--- config.mk ---
export PLATFORM = sky130hd
export DESIGN_NAME = float32_to_e_format_text_top
export DESIGN_NICKNAME = d
export VERILOG_FILES = /design/src/hdl/f2e_pkg.sv /design/src/hdl/float32_to_e_format_text_top.sv
export SDC_FILE = /design/constraint.sdc
export NUM_CORES = 2
export LEC_CHECK = 0
export BUFFER_PORTS_ARGS = -buffer_cell sky130_fd_sc_hd__buf_4
export CAP_MARGIN = 20
export CORE_MARGIN = 2
export CORE_UTILIZATION = 28
export CTS_BUF_LIST = sky130_fd_sc_hd__clkbuf_16
export DETAILED_ROUTE_END_ITERATION = 10
export GPL_ROUTABILITY_DRIVEN = 0
export PLACE_DENSITY = 0.52
export SLEW_MARGIN = 20
export SYNTH_ARGS = -nofsm -noshare
export SYNTH_HDL_FRONTEND = slang
export SYNTH_SLANG_ARGS = --single-unit
--- constraint.sdc ---
create_clock -name clk -period 11.9 [get_ports clk]
set_clock_uncertainty 0.1 [all_clocks]
set_input_delay 2.38 -clock clk [delete_from_list [all_inputs] [get_ports clk]]
set_output_delay 2.38 -clock clk [all_outputs]
set_load 0.01 [all_outputs]
--- src/hdl/f2e_pkg.sv ---
// ----------------------------------------------------------------------------
// f2e_pkg
// Types, constants and tables shared by the float-to-text formatter.
// ----------------------------------------------------------------------------
package f2e_pkg;

	localparam int PREC_W          = 3;
	localparam logic [PREC_W-1:0] PREC_RESET = 3'd6;
	localparam logic [PREC_W-1:0] MAX_FRAC_DIGITS = 3'd7;
	localparam int POW_ENTRIES     = 77;

	localparam logic [30:0] MAG_INF = 31'h7f800000;

	localparam logic [6:0] CH_ZERO  = 7'h30;
	localparam logic [6:0] CH_POINT = 7'h2e;
	localparam logic [6:0] CH_MINUS = 7'h2d;
	localparam logic [6:0] CH_PLUS  = 7'h2b;
	localparam logic [6:0] CH_E     = 7'h65;
	localparam logic [6:0] CH_N     = 7'h6e;
	localparam logic [6:0] CH_A     = 7'h61;
	localparam logic [6:0] CH_I     = 7'h69;
	localparam logic [6:0] CH_F     = 7'h66;

	typedef enum logic [3:0] {
		ST_IDLE,
		ST_LEAD,
		ST_WORD,
		ST_ZERO,
		ST_SEARCH,
		ST_MUL,
		ST_MULN,
		ST_DIV,
		ST_DIVN,
		ST_TAIL,
		ST_ROUND,
		ST_LIMIT,
		ST_DIGIT,
		ST_POINT,
		ST_EXP
	} f2e_state_t;

	typedef enum logic [1:0] {
		CL_NAN,
		CL_INF,
		CL_ZERO,
		CL_NORM
	} f2e_class_t;

	typedef logic [POW_ENTRIES-1:0][31:0] pow_tab_t;

	// Nearest single-precision value of ten to the power k, rounded to even.
	function automatic logic [31:0] f32_pow10(input int k);
		logic [191:0] q;
		logic [191:0] r;
		logic [191:0] den;
		logic [191:0] qq;
		logic [191:0] rem;
		logic [191:0] half;
		logic         sticky;
		int           s_exp;
		int           h;
		int           p;
		int           i;
		int           ebits;
		q      = 192'd1;
		r      = '0;
		den    = 192'd1;
		sticky = 1'b0;
		s_exp  = 0;
		if (k >= 0) begin
			for (i = 0; i < k; i++) begin
				q = q * 192'd10;
			end
		end else begin
			for (i = 0; i < -k; i++) begin
				den = den * 192'd10;
			end
			q = '0;
			for (i = 160; i >= 0; i--) begin
				r = {r[190:0], (i == 160)};
				q = {q[190:0], 1'b0};
				if (r >= den) begin
					r    = r - den;
					q[0] = 1'b1;
				end
			end
			sticky = (r != '0);
			s_exp  = 160;
		end
		h = 0;
		for (i = 0; i < 192; i++) begin
			if (q[i]) begin
				h = i;
			end
		end
		p = h - 23;
		if (p < s_exp - 149) begin
			p = s_exp - 149;
		end
		if (p <= 0) begin
			qq = q << (-p);
		end else begin
			qq   = q >> p;
			rem  = q & ((192'd1 << p) - 192'd1);
			half = 192'd1 << (p - 1);
			if ((rem > half) || ((rem == half) && (sticky || qq[0]))) begin
				qq = qq + 192'd1;
			end
		end
		ebits = p - s_exp + 150;
		return (32'(ebits) << 23) + qq[31:0] - 32'h00800000;
	endfunction

	function automatic pow_tab_t build_pow_tab();
		pow_tab_t t;
		int       j;
		for (j = 0; j < POW_ENTRIES; j++) begin
			t[j] = f32_pow10(j - 38);
		end
		return t;
	endfunction

	localparam pow_tab_t DEC_POW = build_pow_tab();

	function automatic logic [26:0] int_pow10(input logic [3:0] e);
		logic [26:0] v;
		case (e)
			4'd0: v = 27'd1;
			4'd1: v = 27'd10;
			4'd2: v = 27'd100;
			4'd3: v = 27'd1000;
			4'd4: v = 27'd10000;
			4'd5: v = 27'd100000;
			4'd6: v = 27'd1000000;
			4'd7: v = 27'd10000000;
			4'd8: v = 27'd100000000;
			default: v = 27'd0;
		endcase
		return v;
	endfunction

endpackage

--- src/hdl/float32_to_e_format_text_top.sv ---
// Normal items pass through the six- or seven-step table search, then the mantissa multiply or
// the mantissa divider, then subtract steps for each decimal digit on the shared compare unit.
// Throughput: one item at a time; busy falls as the last character reaches the outputs.
// Characters leave at most one per cycle on strobe and cannot be stalled.
// Reset clears the sequencer and output strobe and sets precision to 6.
// ----------------------------------------------------------------------------
// float32_to_e_format_text_top
// Formats a single-precision bit pattern as scientific-notation ASCII text.
// ----------------------------------------------------------------------------
module float32_to_e_format_text_top (
	input  logic                      clk,
	input  logic                      arst_n,
	input  logic                      start,
	output logic                      busy,
	input  logic [31:0]               value_bits,
	input  logic                      cfg_valid,
	output logic                      cfg_ready,
	input  logic [f2e_pkg::PREC_W-1:0] precision,
	output logic                      strobe,
	output logic [6:0]                text_char,
	output logic                      last_char
);
	import f2e_pkg::*;

	f2e_state_t        state_q;
	f2e_state_t        state_n;
	f2e_class_t        cls_q;
	logic [PREC_W-1:0] prec_q;
	logic [PREC_W-1:0] prec;
	logic [31:0]       bits_q;
	logic              neg_q;
	logic              sub_q;
	logic [3:0]        cnt_q;
	logic signed [7:0] lo_q;
	logic signed [7:0] hi_q;
	logic signed [6:0] expon_q;
	logic [47:0]       prod_q;
	logic [25:0]       divr_q;
	logic [26:0]       divq_q;
	logic [4:0]        step_q;
	logic [24:0]       mt_q;
	logic signed [9:0] et_q;
	logic [2:0]        tail_q;
	logic [48:0]       x_q;
	logic [27:0]       m_q;
	logic              ovf_q;
	logic [2:0]        dig_q;
	logic [3:0]        dval_q;
	logic              strobe_q;
	logic [6:0]        char_q;
	logic              last_q;

	logic              emit;
	logic [6:0]        emit_char;
	logic              emit_last;

	logic [30:0]       mag_in;
	logic [23:0]       mv;
	logic [7:0]        ev;
	logic signed [7:0] sum;
	logic signed [7:0] mid;
	logic signed [7:0] sc;
	logic              search_done;
	logic              search_ge;
	logic [6:0]        tab_idx;
	logic [31:0]       tab_val;
	logic [23:0]       mp;
	logic [7:0]        ep;
	logic              div_ge;
	logic [29:0]       trial;
	logic              dig_ge;
	logic [3:0]        dval_n;
	logic [5:0]        eabs;
	logic [1:0]        etens;
	logic [5:0]        eones;
	logic              lead_minus;
	logic [23:0]       nrm_keep;
	logic              nrm_g;
	logic              nrm_st;
	logic [9:0]        nrm_s;
	logic [63:0]       xw;
	logic [9:0]        et_neg;
	logic [5:0]        shamt;
	logic [27:0]       m_calc;

	assign busy      = (state_q != ST_IDLE);
	assign cfg_ready = 1'b1;
	assign strobe    = strobe_q;
	assign text_char = char_q;
	assign last_char = last_q;

	assign prec   = (prec_q > MAX_FRAC_DIGITS) ? MAX_FRAC_DIGITS : prec_q;
	assign mag_in = value_bits[30:0];
	assign ev     = bits_q[30:23];
	assign mv     = {1'b1, bits_q[22:0]};

	assign sum         = lo_q + hi_q;
	assign mid         = $signed(sum + {7'd0, sum[7]}) >>> 1;
	assign search_done = (lo_q > hi_q);
	assign sc          = $signed({5'd0, prec}) - {expon_q[6], expon_q};

	always_comb begin
		tab_idx = 7'd38;
		case (state_q)
			ST_SEARCH: tab_idx = 7'(mid + 8'sd38);
			ST_MUL:    tab_idx = (sc > 8'sd38) ? 7'd76 : 7'(sc + 8'sd38);
			ST_MULN:   tab_idx = (sc > 8'sd38) ? 7'd76 : 7'(sc + 8'sd38);
			ST_DIV:    tab_idx = 7'(8'sd38 - sc);
			ST_DIVN:   tab_idx = 7'(8'sd38 - sc);
			default:   tab_idx = 7'd38;
		endcase
	end

	assign tab_val   = DEC_POW[tab_idx];
	assign ep        = tab_val[30:23];
	assign mp        = {1'b1, tab_val[22:0]};
	assign search_ge = ({1'b0, bits_q[30:0]} >= tab_val);
	assign div_ge    = (divr_q >= {2'b0, mp});

	assign trial  = {int_pow10({1'b0, dig_q} + {3'd0, ovf_q}), 3'd0} >> step_q[1:0];
	assign dig_ge = ({2'b0, m_q} >= trial);
	assign dval_n = dval_q | (dig_ge ? (4'd8 >> step_q[1:0]) : 4'd0);

	assign eabs  = expon_q[6] ? 6'(-expon_q) : 6'(expon_q);
	assign etens = (eabs >= 6'd30) ? 2'd3 : (eabs >= 6'd20) ? 2'd2 :
		(eabs >= 6'd10) ? 2'd1 : 2'd0;
	assign eones = eabs - 6'(etens * 4'd10);

	assign lead_minus = neg_q && ((cls_q == CL_INF) || (cls_q == CL_NORM) ||
		((cls_q == CL_ZERO) && sub_q));

	always_comb begin
		nrm_keep = '0;
		nrm_g    = 1'b0;
		nrm_st   = 1'b0;
		nrm_s    = '0;
		if (state_q == ST_MULN) begin
			if (prod_q[47]) begin
				nrm_keep = prod_q[47:24];
				nrm_g    = prod_q[23];
				nrm_st   = |prod_q[22:0];
				nrm_s    = 10'd24;
			end else begin
				nrm_keep = prod_q[46:23];
				nrm_g    = prod_q[22];
				nrm_st   = |prod_q[21:0];
				nrm_s    = 10'd23;
			end
		end else begin
			if (divq_q[26]) begin
				nrm_keep = divq_q[26:3];
				nrm_g    = divq_q[2];
				nrm_st   = (|divq_q[1:0]) || (divr_q != '0);
				nrm_s    = 10'd3;
			end else begin
				nrm_keep = divq_q[25:2];
				nrm_g    = divq_q[1];
				nrm_st   = divq_q[0] || (divr_q != '0);
				nrm_s    = 10'd2;
			end
		end
	end

	assign xw     = {15'd0, x_q};
	assign et_neg = 10'(-et_q);

	always_comb begin
		if (!et_q[9]) begin
			shamt  = (et_q > 10'sd63) ? 6'd63 : et_q[5:0];
			m_calc = 28'(xw << shamt);
		end else begin
			shamt  = (et_neg > 10'd63) ? 6'd63 : et_neg[5:0];
			m_calc = 28'((xw >> shamt) + {63'd0, xw[shamt - 6'd1]});
		end
	end

	always_comb begin
		state_n = state_q;
		case (state_q)
			ST_IDLE:   state_n = start ? ST_LEAD : ST_IDLE;
			ST_LEAD: begin
				case (cls_q)
					CL_ZERO: state_n = ST_ZERO;
					CL_NORM: state_n = ST_SEARCH;
					default: state_n = ST_WORD;
				endcase
			end
			ST_WORD:   state_n = (cnt_q == 4'd2) ? ST_IDLE : ST_WORD;
			ST_ZERO:   state_n = (cnt_q == 4'({1'b0, prec} + 4'd1)) ? ST_EXP : ST_ZERO;
			ST_SEARCH: begin
				if (search_done) begin
					state_n = sc[7] ? ST_DIV : ST_MUL;
				end
			end
			ST_MUL:    state_n = ST_MULN;
			ST_MULN:   state_n = ST_TAIL;
			ST_DIV:    state_n = (step_q == 5'd26) ? ST_DIVN : ST_DIV;
			ST_DIVN:   state_n = ST_TAIL;
			ST_TAIL:   state_n = ST_ROUND;
			ST_ROUND:  state_n = ST_LIMIT;
			ST_LIMIT:  state_n = ST_DIGIT;
			ST_DIGIT: begin
				if (step_q[1:0] == 2'd3) begin
					if (dig_q == prec) begin
						state_n = ST_POINT;
					end else if (dig_q == 3'd0) begin
						state_n = ST_EXP;
					end
				end
			end
			ST_POINT:  state_n = (dig_q == 3'd0) ? ST_EXP : ST_DIGIT;
			ST_EXP:    state_n = (cnt_q == 4'd3) ? ST_IDLE : ST_EXP;
			default:   state_n = ST_IDLE;
		endcase
	end

	always_comb begin
		emit      = 1'b0;
		emit_char = CH_ZERO;
		emit_last = 1'b0;
		case (state_q)
			ST_LEAD: begin
				emit      = lead_minus;
				emit_char = CH_MINUS;
			end
			ST_WORD: begin
				emit      = 1'b1;
				emit_last = (cnt_q == 4'd2);
				if (cls_q == CL_NAN) begin
					emit_char = (cnt_q == 4'd1) ? CH_A : CH_N;
				end else begin
					case (cnt_q)
						4'd0:    emit_char = CH_I;
						4'd1:    emit_char = CH_N;
						default: emit_char = CH_F;
					endcase
				end
			end
			ST_ZERO: begin
				emit      = 1'b1;
				emit_char = (cnt_q == 4'd1) ? CH_POINT : CH_ZERO;
			end
			ST_DIGIT: begin
				emit      = (step_q[1:0] == 2'd3);
				emit_char = CH_ZERO + 7'((dval_n > 4'd9) ? 4'd9 : dval_n);
			end
			ST_POINT: begin
				emit      = 1'b1;
				emit_char = CH_POINT;
			end
			ST_EXP: begin
				emit      = 1'b1;
				emit_last = (cnt_q == 4'd3);
				case (cnt_q)
					4'd0:    emit_char = CH_E;
					4'd1:    emit_char = expon_q[6] ? CH_MINUS : CH_PLUS;
					4'd2:    emit_char = CH_ZERO + 7'(etens);
					default: emit_char = CH_ZERO + 7'(eones);
				endcase
			end
			default: begin
				emit = 1'b0;
			end
		endcase
	end

	always_ff @(posedge clk or negedge arst_n) begin
		if (!arst_n) begin
			state_q  <= ST_IDLE;
			prec_q   <= PREC_RESET;
			cnt_q    <= '0;
			step_q   <= '0;
			strobe_q <= 1'b0;
			last_q   <= 1'b0;
		end else begin
			state_q  <= state_n;
			strobe_q <= emit;
			last_q   <= emit && emit_last;
			if (cfg_valid) begin
				prec_q <= precision;
			end
			if (state_n != state_q) begin
				cnt_q <= '0;
			end else begin
				cnt_q <= cnt_q + 4'd1;
			end
			case (state_q)
				ST_DIV:   step_q <= step_q + 5'd1;
				ST_DIGIT: step_q <= (step_q[1:0] == 2'd3) ? 5'd0 : step_q + 5'd1;
				default:  step_q <= '0;
			endcase
		end
	end

	always_ff @(posedge clk) begin
		char_q <= emit_char;
		case (state_q)
			ST_IDLE: begin
				bits_q  <= value_bits;
				neg_q   <= value_bits[31];
				sub_q   <= (mag_in != '0);
				lo_q    <= -8'sd38;
				hi_q    <= 8'sd38;
				expon_q <= (mag_in > MAG_INF || mag_in == MAG_INF ||
					value_bits[30:23] == 8'd0) ? 7'sd0 : -7'sd38;
				if (mag_in > MAG_INF) begin
					cls_q <= CL_NAN;
				end else if (mag_in == MAG_INF) begin
					cls_q <= CL_INF;
				end else if (value_bits[30:23] == 8'd0) begin
					cls_q <= CL_ZERO;
				end else begin
					cls_q <= CL_NORM;
				end
			end
			ST_SEARCH: begin
				if (!search_done) begin
					if (search_ge) begin
						expon_q <= mid[6:0];
						lo_q    <= mid + 8'sd1;
					end else begin
						hi_q <= mid - 8'sd1;
					end
				end else begin
					divr_q <= {2'b0, mv};
					divq_q <= '0;
					tail_q <= '0;
				end
			end
			ST_MUL: begin
				prod_q <= mv * mp;
				tail_q <= (sc > 8'sd38) ? 3'(sc - 8'sd38) : 3'd0;
			end
			ST_DIV: begin
				divq_q <= {divq_q[25:0], div_ge};
				divr_q <= 26'((div_ge ? (divr_q - {2'b0, mp}) : divr_q) << 1);
			end
			ST_MULN: begin
				mt_q <= {1'b0, nrm_keep} + {24'd0, nrm_g & (nrm_st | nrm_keep[0])};
				et_q <= $signed({2'b0, ev}) + $signed({2'b0, ep}) - 10'sd300 +
					$signed(nrm_s);
			end
			ST_DIVN: begin
				mt_q <= {1'b0, nrm_keep} + {24'd0, nrm_g & (nrm_st | nrm_keep[0])};
				et_q <= $signed({2'b0, ev}) - $signed({2'b0, ep}) - 10'sd26 +
					$signed(nrm_s);
			end
			ST_TAIL: begin
				x_q <= 49'(mt_q * int_pow10({1'b0, tail_q}));
			end
			ST_ROUND: begin
				m_q <= m_calc;
			end
			ST_LIMIT: begin
				ovf_q  <= ({1'b0, m_q} >= {2'b0, int_pow10(4'({1'b0, prec} + 4'd1))});
				if ({1'b0, m_q} >= {2'b0, int_pow10(4'({1'b0, prec} + 4'd1))}) begin
					expon_q <= expon_q + 7'sd1;
				end
				dig_q  <= prec;
				dval_q <= '0;
			end
			ST_DIGIT: begin
				if (dig_ge) begin
					m_q <= m_q - trial[27:0];
				end
				if (step_q[1:0] == 2'd3) begin
					dval_q <= '0;
					if (dig_q != prec && dig_q != 3'd0) begin
						dig_q <= dig_q - 3'd1;
					end
				end else begin
					dval_q <= dval_n;
				end
			end
			ST_POINT: begin
				if (dig_q != 3'd0) begin
					dig_q <= dig_q - 3'd1;
				end
			end
			default: begin
				dval_q <= dval_q;
			end
		endcase
	end

endmodule
**Word-level counts from Yosys, hierarchy flattened**

Memories as Yosys holds them, arrays and structs flattened. A register that Yosys moved wholly into a read port is not among the register bits.
Index checks and enable logic that the tools add are counted.

- Add/subtract/negate cells: 32
- $mul: 3
- Magnitude comparators: 17
- Equality and inequality tests: 36
- Shift-type cells: 4
- Mux-type cells: 86
- Bitwise operators: 3
- Reductions and logical operators: 42

Operators by type and width:

| kind | number |
|---|---|
| $mux 27 | 4 |
| $mux 24 | 3 |
| $pmux 7 s3 | 3 |
| $ge 28x27->1 | 2 |
| $mux 28 | 2 |
| $mux 4 | 14 |
| $pmux 28 s2 | 1 |
| $pmux 4 s14 | 1 |
| $pmux 27 s2 | 1 |
| $pmux 26 s2 | 1 |
| $mul 25x27->49 | 1 |
| $shl 49x6->28 | 1 |
| $shr 49x6->28 | 1 |
| $mul 24x24->48 | 1 |
| $pmux 7 s6 | 1 |
| $mux 7 | 5 |
| $ge 31x32->1 | 1 |
| $mux 32 | 1 |
| $mux 8 | 4 |
| $pmux 8 s2 | 2 |
| $eq 31x31->1 const B | 1 |
| $gt 31x31->1 const B | 1 |
| $reduce_bool 31->1 | 1 |
| $ge 28x30->1 | 1 |
| other kinds (92) | 169 |

- Bits in registers: 307
- Bits in read-only memories: 5464
- Input bits: 39
- Output and inout bits: 11
- Memories: 5

Memory list:

| memory | depth | bits a word | rd ports | clocked after Yosys merged registers in | write ports | line | text |
|---|---|---|---|---|---|---|---|
| (name not given) | 128 | 32 | 1 | 0 | 0 | float32_to_e_format_text_top.sv:114 | `assign tab_val = DEC_POW[tab_idx];` |
| (name not given) | 16 | 25 | 1 | 0 | 0 | f2e_pkg.sv:127 | `case (e)` |
| (name not given) | 16 | 25 | 1 | 0 | 0 | f2e_pkg.sv:127 |  |
| (name not given) | 16 | 25 | 1 | 0 | 0 | f2e_pkg.sv:127 |  |
| (name not given) | 8 | 21 | 1 | 1 | 0 | f2e_pkg.sv:127 |  |

**Logic depth before layout (Yosys ltp)**

- Depth after elaboration: 12
- Gate-level depth with buffers: 55
- Mapped depth without buffers: 50

**Least setup slack after synthesis**

Ideal clock, no wire load.

- Kind: register to register
- From: register prec_q[0]
- To: register prod_q[44], data pin
- Setup time: 0.258 ns
- Arrival: 11.869 ns
- Required time: 11.542 ns
- Path slack: -0.327 ns
- Stages on the path, launching flop included: 54
- Clock period less this slack: 12.227 ns
- Cells stage by stage: dfrtp_1 > clkbuf_1 > inv_1 > ha_1 > fa_1 > clkbuf_1 > inv_1 > ha_1 > nor2_1 > a211oi_1 > o221ai_1 > a21oi_1 > o21a_1 > clkbuf_1 > a31oi_1 > nand2_1 > inv_1 > ha_1 > (+18 left out) > fa_1 > inv_1 > fa_1 > inv_1 > ha_1 > a21o_1 > a21o_1 > a21oi_1 > o21ai_0 > a32oi_1 > a211oi_1 > a41oi_1 > nand3_1 > a31oi_1 > nor2b_1 > o21a_1 > o41a_1 > xor2_1

- Cells in the longest elaborated chain, start to end: 9
- Elaborated cells on any way between the ends: 11
- Those cells by class: add/sub (3); mul (1); order compare (2); mux (4); memory (1)

RTL lines:

| what | line | text |
|---|---|---|
| from (decl) | float32_to_e_format_text_top.sv:28 | `logic [PREC_W-1:0] prec_q;` |
| from (signal assigned) | float32_to_e_format_text_top.sv:280 | `prec_q <= precision;` |
| $gt 3x3->1 | float32_to_e_format_text_top.sv:92 | `assign prec = (prec_q > MAX_FRAC_DIGITS) ? MAX_FRAC_DIGITS : prec_q;` |
| $mux 3 * | float32_to_e_format_text_top.sv:92 |  |
| $sub 4x7->8 * | float32_to_e_format_text_top.sv:100 | `assign sc = $signed({5'd0, prec}) - {expon_q[6], expon_q};` |
| $add 7x7->7 / $gt 8x7->1 (equally long branches) | float32_to_e_format_text_top.sv:106, float32_to_e_format_text_top.sv:107 |  |
| $mux 7 | float32_to_e_format_text_top.sv:106, float32_to_e_format_text_top.sv:107 |  |
| $pmux 7 s3 * | float32_to_e_format_text_top.sv:104 | `case (state_q)` |
| $mem_v2 128x32 * | -- |  |
| $mux 32 (not written as such) * | float32_to_e_format_text_top.sv:114 |  |
| $mul 24x24->48 * | float32_to_e_format_text_top.sv:331 | `prod_q <= mv * mp;` |
| to (signal assigned) | float32_to_e_format_text_top.sv:331 |  |
| to (decl) | float32_to_e_format_text_top.sv:37 | `logic [47:0] prod_q;` |

Mark *: on every way between the ends. The rest lies on a longest branch, timed or not. The select of a mux whose other input is x is not followed.
A chain may end at the register's enable or synchronous reset.

**Worst setup path in the final report**

- From: register hi_q[1]
- To: register prod_q[43], data pin

- Cells in the longest elaborated chain, start to end: 7

RTL lines:

| what | line | text |
|---|---|---|
| from (decl) | float32_to_e_format_text_top.sv:35 | `logic signed [7:0] hi_q;` |
| from (signal assigned) | float32_to_e_format_text_top.sv:322 | `hi_q <= mid - 8'sd1;` |
| $add 8x8->8 | float32_to_e_format_text_top.sv:97 | `assign sum = lo_q + hi_q;` |
| $add 8x1->8 | float32_to_e_format_text_top.sv:98 | `assign mid = $signed(sum + {7'd0, sum[7]}) >>> 1;` |
| $add 7x7->7 | float32_to_e_format_text_top.sv:105 | `ST_SEARCH: tab_idx = 7'(mid + 8'sd38);` |
| $pmux 7 s3 | float32_to_e_format_text_top.sv:104 |  |
| $mem_v2 128x32 | -- |  |
| $mux 32 (not written as such) | float32_to_e_format_text_top.sv:114 |  |
| $mul 24x24->48 | float32_to_e_format_text_top.sv:331 |  |

No other way between the ends. The select of a mux whose other input is x is not followed.

==> results list <==
- Count of antenna-violating nets left after detailed routing: 0
- For this run, asynchronously set or reset flops after synthesis account for 5.573%.
- Final Max Slew Viols: 0
- Number of endpoints failing setup at the final stage: 0
* Number of buffers on the longest clock path: 3
- The first detailed-routing pass took 10 iterations.
- The tree built by TritonCTS fans out to 323 sinks.
* Floorplan core area: 238300 um2
* Final layout net count: 9426
* Cell type contributing the most total cell area after synthesis: sky130_fd_sc_hd__fa_1
- Worst path arrival time: 11.81 ns
- Library cell with the highest instance count after synthesis: sky130_fd_sc_hd__inv_1
- For this configuration, the core starts out at a cell density of 28.21%.
- In this run the worst path has a maximum fanout of 14.
- Number of instances in the synthesized netlist: 7703
* Sequential-to-total area share from yosys stat: 13.96%
- Leaving out filler cells and counting taps, the final layout contains 11024.
- Placement row count: 179
- From bottom edge to top edge, the die measures 493.9 um.
- Clock tree from TritonCTS: built
* Number of global-route vias before repair: 57803
* Grt ovf: 0
- Delay of the slowest cell on the worst path: 0.60 ns
- STA classifies the critical path startpoint as a register.
* Ratio of routed vias to standard cells: 5.199
- Fraction of final layout cells sized beyond drive strength 1: 9.892%
- The number of hold-slack violations in the final timing report is 0.
- Post-synthesis sequential element count: 323
- Among all stages on the critical path, the largest delay is contributed by sky130_fd_sc_hd__fa_1.
* Data required time at the worst endpoint: 12.17 ns
- RSZ-0062 raised after global routing: true
- After detailed routing, the average wire length per cell comes to 21.15 um.
- Counting every net in the synthesized netlist gives 9308.
* Area of the die: 244000 um2
- Final Util: 31.77%
* Pre-CTS setup slack: -0.1987 ns
* Netlist area before placement: 67210 um2
- In the finished design, the share of the clock period the worst path needs comes to 97.02%.
- Total I/O pin count: 50
- Synthesis-to-finish area growth: 12.63%
- Total routing resource utilization after global routing: 18.79%
- The die is 493.9 um wide.
* Path category of the worst min-delay check: reg -> reg
- Mean post-synth cell area: 8.726 um2
* Flip-flop cell with the highest count after synthesis: sky130_fd_sc_hd__edfxtp_1
- Highest clock rate: 0.08661 GHz
- Counting I/O delays and the setup requirement, the final critical path takes 11.55 ns.
* Number of DRC violations after detailed routing: 1
* Total number of vias: 57311
- Total of max-cap violations: 0
* Cells taking the most area after synthesis: sky130_fd_sc_hd__fa_1 28%, sky130_fd_sc_hd__edfxtp_1 13%, sky130_fd_sc_hd__ha_1 12%, sky130_fd_sc_hd__inv_1 7.2%, sky130_fd_sc_hd__nand2_1 4.8%
* Pin count of the biggest net entering global routing: 63
* DPL Wire Length: 184.7 mm
* Initial antenna violation count: 5
- Failing checks: design-rule violations
- The detailed router finished its first iteration with 5870 violations.
- Count of input and output buffers: 48
- Insertion delay to the later sink of the worst-skew pair: 0.64 ns
- Number of synthesized flops with an enable pin: 282
- CTS Root Cell: sky130_fd_sc_hd__clkbuf_16
- At the pin with the least slew margin, the transition time is 1.234 ns.
- Worst slew margin relative to its limit: 17.22%
- Worst Setup Slack, final: 0.3545 ns
- Fillers: 25070
- During synthesis, Yosys emitted a total of 0 warnings.
- Capturing element type of the critical path: register
- Status: complete, but fails checks
- Count of unique library cells instantiated by Yosys: 116
* First-pass GRT wire length: 357.4 mm
- The clock tree synthesis step divided the H-tree into 2 levels.
- TritonCTS created 44 clock buffers.
- Portion of synthesized cell area occupied by the leading cell type: 27.58%
* Clock slew at reported path FFs: 0.06 ns
- Including well taps, the total number of placed cells is 10907.
- Total wire length: 233.1 mm
- Among the stages of the critical path, the cell type that occurs most often is sky130_fd_sc_hd__fa_1.
* CTS Hold Bufs: 0
- Commonest cells post-synth: 1298 x sky130_fd_sc_hd__inv_1, 926 x sky130_fd_sc_hd__fa_1, 854 x sky130_fd_sc_hd__nand2_1, 640 x sky130_fd_sc_hd__ha_1, 413 x sky130_fd_sc_hd__nor2_1
- The critical path is of the reg -> reg type.
* Hold Slack: 0.3974 ns
worst max-delay path, delay by kind of cell, from the launching register on:
family                   cells  cell delay, ns
XOR/XNOR                     2            0.35
buffers and inverters       11            1.39
flip-flops                   1            0.39
AND/OR/NAND/NOR              8            1.28
AO/OA/AOI/OAI               16            3.02
adder cells (fa/ha/maj)     12            4.73
state kept, by name (all words and copies together), names as in the netlist, 5 cells and up, named ones only:
name       flops
lo_q           8
expon_q        7
m_q           28
bits_q        31
step_q         5
divq_q        27
text_char      7
et_q          10
hi_q           8
prod_q        48
divr_q        26
x_q           49
mt_q          25
logic make-up (layout without fill, tap and decap cells):
| family | Yosys count | in the layout | synth area share [%] |
|---|---|---|---|
| compound gates | 1386 | 1386 | 13.78 |
| xor+xnor | 251 | 251 | 3.323 |
| fa+ha+maj | 1567 | 1567 | 39.51 |
| buf+inv | 1692 | 1844 | 9.781 |
| flops | 323 | 323 | 13.96 |
| mux | 188 | 188 | 3.180 |
| other cells | 1 | 3 | 0.005579 |
| simple gates | 2295 | 2295 | 16.47 |
timing repair:
item	4_1_cts	5_1_grt
pin swaps	2	51
buffers inserted	0	30
cloned	0	5
setup endpoints to repair	8	17
gates resized for setup	6	125
path summary, 6_finish.rpt:
path | slack [ns] | from | end | cells after the start
min | 0.40 | step_q[4]$_DFF_PN0_ | step_q[4]$_DFF_PN0_ | 1
max in group asynchronous | 9.92 | arst_n | prec_q[2]$_DFFE_PN1P_ | 1
min reg2reg | 0.40 | step_q[4]$_DFF_PN0_ | step_q[4]$_DFF_PN0_ | 1
max reg2reg | 0.35 | hi_q[1]$_SDFFCE_PN1P_ | prod_q[43]$_DFFE_PP_ | 49
min in group asynchronous | 1.51 | arst_n | cnt_q[1]$_DFF_PN0_ | 1
max | 0.35 | hi_q[1]$_SDFFCE_PN1P_ | prod_q[43]$_DFFE_PP_ | 49
stage by stage:
step | area, um2 | TNS, ns
after detailed placement | 73290 | -0.2748
after floorplan | 67240 | 0
final | 75700 | 0
after global routing | 75700 | -0.3021
after CTS | 74850 | 0
after global placement | 73280 | -0.5996
layout make-up:
class / count / area [um2] / share of cell area [%]
multi-input combinational: 5688 / 51900 / 68.56
sequential: 323 / 9382 / 12.39
inverter: 1308 / 4915 / 6.492
timing repair buffer: 456 / 4013 / 5.300
tap: 3167 / 3963 / 5.234
clock buffer: 45 / 1126 / 1.488
clock inverter: 35 / 397.9 / 0.5256
antenna: 2 / 5.005 / 0.006611
cells in the final DEF, fill, tap and decap left out, types with 48 or more instances in the layout:
| cell | Yosys | final |
|---|---|---|
| sky130_fd_sc_hd__nand3_1 | 115 | 113 |
| sky130_fd_sc_hd__nand2_1 | 854 | 847 |
| sky130_fd_sc_hd__a21o_1 | 83 | 83 |
| sky130_fd_sc_hd__clkbuf_16 | 0 | 49 |
| sky130_fd_sc_hd__nor2b_1 | 71 | 71 |
| sky130_fd_sc_hd__fa_1 | 926 | 924 |
| sky130_fd_sc_hd__ha_1 | 640 | 626 |
| sky130_fd_sc_hd__xor2_1 | 70 | 68 |
| sky130_fd_sc_hd__a211oi_1 | 97 | 92 |
| sky130_fd_sc_hd__buf_4 | 12 | 401 |
| sky130_fd_sc_hd__mux2i_1 | 130 | 130 |
| sky130_fd_sc_hd__a31oi_1 | 52 | 48 |
| sky130_fd_sc_hd__o21ai_0 | 254 | 238 |
| sky130_fd_sc_hd__nor3_1 | 147 | 138 |
| sky130_fd_sc_hd__and2_1 | 412 | 412 |
| sky130_fd_sc_hd__o211ai_1 | 51 | 51 |
| sky130_fd_sc_hd__xnor2_1 | 178 | 177 |
| sky130_fd_sc_hd__nor2_1 | 413 | 396 |
| sky130_fd_sc_hd__edfxtp_1 | 282 | 282 |
| sky130_fd_sc_hd__inv_1 | 1298 | 1298 |
| sky130_fd_sc_hd__a21oi_1 | 374 | 365 |
metal layers:
metal | wire [um] | track usage, %
met5 | 10 | 0
met4 | 12950 | 8.528
met3 | 17340 | 2.546
met2 | 102500 | 29.17
met1 | 100300 | 25.90
Power is left out: the tool's default activity adds up to more than one toggle a clock period on the data nets, which glitch-free logic cannot reach.
